==> src/rtl/core/jsh_pkg.sv <==
// ----------------------------------------------------------------------------
// jsh_pkg
// Shared constants and types for the symbol histogram unit.
// ----------------------------------------------------------------------------
package jsh_pkg;

  // block geometry and counter width
  localparam int unsigned BLOCK_COEFFS = 64;
  localparam int unsigned COUNT_BITS   = 32;

  // coefficient position / zero run width, and width of a ZRL batch increment
  localparam int unsigned POS_W = $clog2(BLOCK_COEFFS);
  localparam int unsigned INC_W = $clog2(BLOCK_COEFFS / 16 + 2);

  // counter store: four tables of 256 bins
  localparam int unsigned TABLE_BINS = 256;
  localparam int unsigned MEM_DEPTH  = 4 * TABLE_BINS;
  localparam int unsigned ADDR_W     = $clog2(MEM_DEPTH);

  // special symbols and bins
  localparam logic [7:0] SYM_ZRL          = 8'hF0;
  localparam logic [7:0] SYM_EOB          = 8'h00;
  localparam logic [8:0] READ_BIN_RESERVED = 9'd256;

  // item kinds
  localparam logic KIND_COEF = 1'b0;
  localparam logic KIND_READ = 1'b1;

  // one pending counter update
  typedef struct packed {
    logic              vld;
    logic [ADDR_W-1:0] addr;
    logic [INC_W-1:0]  inc;
  } upd_op_t;

endpackage

==> src/rtl/core/jsh_size_class.sv <==
// ----------------------------------------------------------------------------
// jsh_size_class
// Size class of a 16-bit two's complement coefficient (bits of magnitude).
// ----------------------------------------------------------------------------
module jsh_size_class import jsh_pkg::*; (
  input  logic signed [15:0] coefficient_i,
  output logic        [4:0]  size_o
);

  logic [16:0] ext;
  logic [16:0] mag;

  // magnitude, 17 bits so that the most negative value stays exact
  assign ext = {coefficient_i[15], coefficient_i};
  assign mag = coefficient_i[15] ? (~ext + 17'd1) : ext;

  // position of the highest set bit, plus one
  always_comb begin
    size_o = 5'd0;
    for (int i = 0; i < 17; i++) begin
      if (mag[i]) begin
        size_o = 5'(i + 1);
      end
    end
  end

endmodule

==> config.mk <==
export PLATFORM = sky130hd
export DESIGN_NAME = jsh_size_class
export DESIGN_NICKNAME = d
export VERILOG_FILES = /design/src/rtl/core/jsh_pkg.sv /design/src/rtl/core/jsh_size_class.sv
export SDC_FILE = /design/constraint.sdc
export NUM_CORES = 1
export LEC_CHECK = 0
export BUFFER_PORTS_ARGS = -buffer_cell sky130_fd_sc_hd__clkbuf_2
export CAP_MARGIN = 0
export CORE_MARGIN = 5
export CORE_UTILIZATION = 54
export DETAILED_ROUTE_END_ITERATION = 10
export PLACE_DENSITY = 0.91
export SLEW_MARGIN = 20
export SYNTH_ARGS = -nofsm -noshare
export SYNTH_HDL_FRONTEND = slang
export SYNTH_SLANG_ARGS = --single-unit
==> constraint.sdc <==
create_clock -name vclk -period 2.55
set_input_delay 0.1275 -clock vclk [all_inputs]
set_output_delay 0.1275 -clock vclk [all_outputs]
set_load 0.03 [all_outputs]
==> results.toml, run 1 <==
[run_status]
outcome = "complete, no violations"

[setup_path]
crit_fanout = 2
critPathLaunchType = "input pin"
cp.arrival_ps = 2330
end_kind = "output pin"
cp.required_ps = 2420
critPathKind = "in2out"
crit_path_cell_trace = "clkbuf_2 -> or4_4 -> nor4_4 -> mux2_2 -> a32o_1 -> a221o_1 -> o21ba_1 -> buf_4"
critPathBufInv = 2
critPathTopFamily = "simple AND/OR/NAND/NOR gates"
cp_slowest_cell = "or4_4"
crit_path_max_incr_delay_ps = 570

[drt]
initialDrtViolationCount = 81
via_per_inst = 6.848
drc = 0
dr.pass1.iters = 4
via_count = 1171
wl_um = 2742
ant_nets = 0
post_drt_wl_per_cell_um = 16.04

[placement]
placed_cells = 171
dp_hpwl_um = 2141
pre_cts_slack_ps = 33.88
routabilityCongestion = 0.9220
port_buffers = 21

[grt]
antenna_found_initial = 0
grt.total_usage_pct = 20.17
grt_max_degree = 21
overflow = 0
grt_pass1_wl_um = 4340
first_global_vias = 1005

[floorplan]
start_util_pct = 57.95
die_w_um = 50.68
die_h_um = 50.68
coreArea_sq_um = 1541
num_io_pins = 21
dieArea_sq_um = 2568
rows = 14

[pwr]
pwr-share-comb_pct = 100.0
p_int_mw = 0.06821
p_leak_nw = 0.4615
p_sw_mw = 0.09526
p_sw_share_pct = 58.27
vdd_drop_max_mv = 0.09356
pwr_density_cell_nw_per_um2 = 152.5
p_seq_share_pct = 0
p_clk_share_pct = 0

[worst_hold_path]
worstHoldPathType = "in2out"

[finish]
final_cells = 171
multi_input_area_sq_um = 820.8
seq_cells = 0
num_antenna_cells = 0
fillCellCount = 139
nNetsFinal = 174
final_common_cell = "clkbuf_2"
mostFrequentLayoutCells = "clkbuf_2 (20), nor2_1 (15), buf_4 (15)"
n_clock_buffer = 0
regArea_sq_um = 0
syn_to_final_growth_pct = 20.03
drive_gt1_share_pct = 30.32

[sta]
worst_pin_slew_ps = 411.3
finalSetupViolCount = 0
slew_viol_final = 0
hold_viol_final = 0
timing.slew.headroom_pct = 72.48
finalCritPeriodShare_pct = 96.31
finalWorstSetupSlack_ps = 94.01
max_freq_mhz = 407.2
final.min_clock_period_ps = 2456

[yosys]
avgSynthCellArea_sq_um = 6.717
synthCells = 133
synth_top_area_share_pct = 6.723
ys_warn_count = 0
synth_fp_nets = 150
synth_cell_types = 50
synth.yosys.seq_area_share_pct = 0
syn_area_sq_um = 893.4
synth_area_leaders = "mux2i_1 (6.7%), nor2_1 (6.3%), nand2_1 (4.6%)"
synth_area_leader_cell = "mux2i_1"

[job]
maxCapViolations = 0

[clocking]
post-cts-setup-buffers = 0
==> metal layers <==
metal	routed length [um]	GRT usage [%]	share of wire [%]
met5	0	0	0
met4	100	8.511	3.6
met3	247	2.663	9.0
met2	1302	32.02	47
met1	1091	26.91	40
==> cell type report <==
type / count / share of cell area [%]
multi-input combinational: 115 / 76.55
timing repair buffer: 35 / 19.84
tap: 16 / 1.867
inverter: 5 / 1.750
==> cells by family (layout without fill, tap and decap cells) <==
family | Yosys count | count (layout) | share of synthesized area [%]
buffers and inverters | 18 | 40 | 10.79
xor gates and xnor gates | 2 | 2 | 1.961
AOI/OAI and AO/OA | 46 | 46 | 37.96
and+or+nand+nor | 57 | 57 | 37.39
adders and majority gates | 1 | 1 | 1.400
muxes | 9 | 9 | 10.50
==> metrics by stage <==
step	hold WS [ps]	TNS, ps	total power [mW]	area [sq um]	utilization [%]
floorplan	551.2	0	0.1060	893.4	-
global placement	837.5	0	0.1496	1046	67.86
detailed placement	864.1	0	0.1560	1046	67.86
CTS	867.0	0	0.1564	1046	67.86
global route	900.5	-6.230	0.1761	1072	69.56
finish	875.8	0	0.1635	1072	69.56
==> final timing paths <==
kind         to  cells past startpoint               from
min   size_o[4]                      4  coefficient_i[13]
max   size_o[0]                      8   coefficient_i[8]
==> tightest hold or removal path: stages <==
cell and delay (ps):
clkbuf_2 140, nor2_1 80, and3_1 210, clkbuf_2 190
==> power groups by stage <==
stage	clock (mW)	sequential [mW]	combinational, mW
floorplan	0	0	0.106
global placement	0	0	0.150
detailed placement	0	0	0.156
CTS	0	0	0.156
global route	0	0	0.176
finish	0	0	0.163
==> synthesized netlist by cell type, types with 2 or more instances <==
| library cell | count |
|---|---|
| nor4_1 | 3 |
| nor3_1 | 3 |
| o211ai_1 | 4 |
| mux2i_1 | 6 |
| nor3b_1 | 2 |
| clkbuf_1 | 7 |
| o32ai_1 | 3 |
| o31ai_1 | 2 |
| a21oi_1 | 7 |
| a32oi_1 | 3 |
| nand2_1 | 11 |
| o21a_1 | 4 |
| nor2_1 | 15 |
| nand3_1 | 3 |
| and3_1 | 3 |
| mux2_2 | 3 |
| buf_6 | 3 |
| o21ai_0 | 6 |
| o22ai_1 | 2 |
| a32o_1 | 2 |
| xnor2_1 | 2 |
| or4_4 | 2 |
| a21o_1 | 2 |
| buf_2 | 2 |
| nand2b_1 | 2 |
| nor2b_1 | 3 |
| inv_1 | 5 |
==> timing repair <==
item | in CTS | in global routing
endpoints found under the setup margin | 0 | 2
hold buffers | 0 | 0
resized for setup | 0 | 6
hold endpoints to repair | 0 | 0
(Power assumes the default switching activity.)
==> run 2: changes to the inputs <==
Settings changed: CORE_UTILIZATION 54 to 58, GPL_TIMING_DRIVEN from default to 0, PLACE_DENSITY 0.91 to 0.95.
==> run 2 against run 1 <==
Core utilization rose by 1.1 points. Global-route usage up 0.14 points. Die area shrank 5.6%. Combinational power is essentially flat. Routed wire length is 2.4% higher. First-iteration DRC count decreased by 20%. Worst hold slack improved by 0.52 ps. Critical path type unchanged. Count of clock-buffer cells in the layout is the same. Maximum frequency fell by 1.5%.
==> results.toml, run 2 (synthesis results as in run 1) <==
[setup_path]
critPathKind = "in2out"
crit_path_start = "coefficient_i[10]"
critPathLaunchType = "input pin"
end_kind = "output pin"
crit_fanout = 9
crit_path_cell_trace = "buf_2 -> or4_4 -> nor4_4 -> mux2_4 -> a32o_2 -> a221o_1 -> o21ba_4 -> buf_8"
crit_path_max_incr_delay_ps = 560
cp.arrival_ps = 2370
cp_slowest_cell = "or4_4"
cp.required_ps = 2420

[drt]
drc = 0
initialDrtViolationCount = 65
wl_um = 2808
ant_nets = 0
via_per_inst = 6.970
via_count = 1157
post_drt_wl_per_cell_um = 16.92
dr.pass1.iters = 5

[sta]
finalWorstSetupSlack_ps = 57.41
slew_viol_final = 0
finalSetupViolCount = 0
max_freq_mhz = 401.2
worst_pin_slew_ps = 515.5
timing.slew.headroom_pct = 65.44
fin_hold_ws_ps = 876.3
setup_tns_ps = 0
final.min_clock_period_ps = 2493
finalCritPeriodShare_pct = 97.75
hold_viol_final = 0

[pwr]
p_seq_share_pct = 0
p_int_mw = 0.06768
p_leak_nw = 0.4374
vdd_drop_max_mv = 0.08518
p_clk_share_pct = 0
p_sw_share_pct = 58.63
pwr-share-comb_pct = 100.0
finalPower_mw = 0.1636
pwr_density_cell_nw_per_um2 = 155.5
p_sw_mw = 0.09593

[worst_hold_path]
worstHoldPathType = "in2out"
hp-start = "coefficient_i[10]"
hold_depth = 5
hold_end = "size_o[0]"

[floorplan]
die_h_um = 49.25
num_io_pins = 21
start_util_pct = 60.00
coreArea_sq_um = 1489
rows = 14
die_w_um = 49.25
dieArea_sq_um = 2425

[finish]
fin_area_sq_um = 1052
final_cells = 166
postLayoutCoreUtil_pct = 70.67
drive_gt1_share_pct = 26.67
fillCellCount = 122
regArea_sq_um = 0
syn_to_final_growth_pct = 17.79
n_clock_buffer = 0
final_common_cell = "nor2_1"
mostFrequentLayoutCells = "nor2_1 (15), clkbuf_2 (14), nand2_1 (11)"
num_antenna_cells = 0
nNetsFinal = 169
seq_cells = 0

[grt]
grt_pass1_wl_um = 4222
grt_max_degree = 11
antenna_found_initial = 0
first_global_vias = 1009
grt.total_usage_pct = 20.31
overflow = 0

[placement]
pre_cts_slack_ps = -88.53
dp_hpwl_um = 2015
routabilityCongestion = 0.8798
placed_cell_area_sq_um = 988.4
placed_cells = 164
port_buffers = 15

[job]
maxCapViolations = 0

[run_status]
outcome = "complete, no violations"
run 2: cell types whose count changed in the layout (fill, tap and decap cells not counted), sizes merged:
cell,before,now
buf,15,11
clkbuf,20,19
run 2: power by group through the flow:
stage	logic, mW	clock network, mW	registers, mW
detailed placement	0.146	0	0
global route	0.176	0	0
CTS	0.151	0	0
floorplan	0.106	0	0
finish	0.164	0	0
global placement	0.140	0	0
run 2: how the worst max path moves through the flow:
stage | end | slack, ps | cells past startpoint
finish | size_o[0] | 60 | 8
global route | size_o[0] | -4 | 8
CTS | size_o[0] | 5 | 8
detailed placement | size_o[0] | -90 | 8
global placement | size_o[0] | -50 | 8
floorplan | size_o[0] | 80 | 7
run 2: per-layer routing:
layer,vias up,wire length (um),GRT usage (%)
met5,-,0,0
met4,0,99,4.484
met3,16,294,1.223
met2,78,1301,37.12
met1,509,1112,25.36
li1,554,-,-
run 2: final cells by class:
class,instances,area (sq um),area share (%)
Inverter,5,18.77,1.784
Timing Repair Buffer,18,107.6,10.23
Buffer,12,77.57,7.372
Multi-Input combinational cell,115,828.3,78.72
Tap cell,16,20.02,1.902
run 2: timing repair:
action | CTS | global route
endpoints found under the setup margin | 1 | 3
pin swaps | 1 | 4
setup buffers | 0 | 3
gates resized for setup | 4 | 10
hold buffers | 0 | 0
run 2: critical path, delay by kind of cell:
family / cells / cell delay, ps
multiplexers: 1 / 320
AO/OA/AOI/OAI: 3 / 790
AND/OR/NAND/NOR: 2 / 850
buffers and inverters: 2 / 270
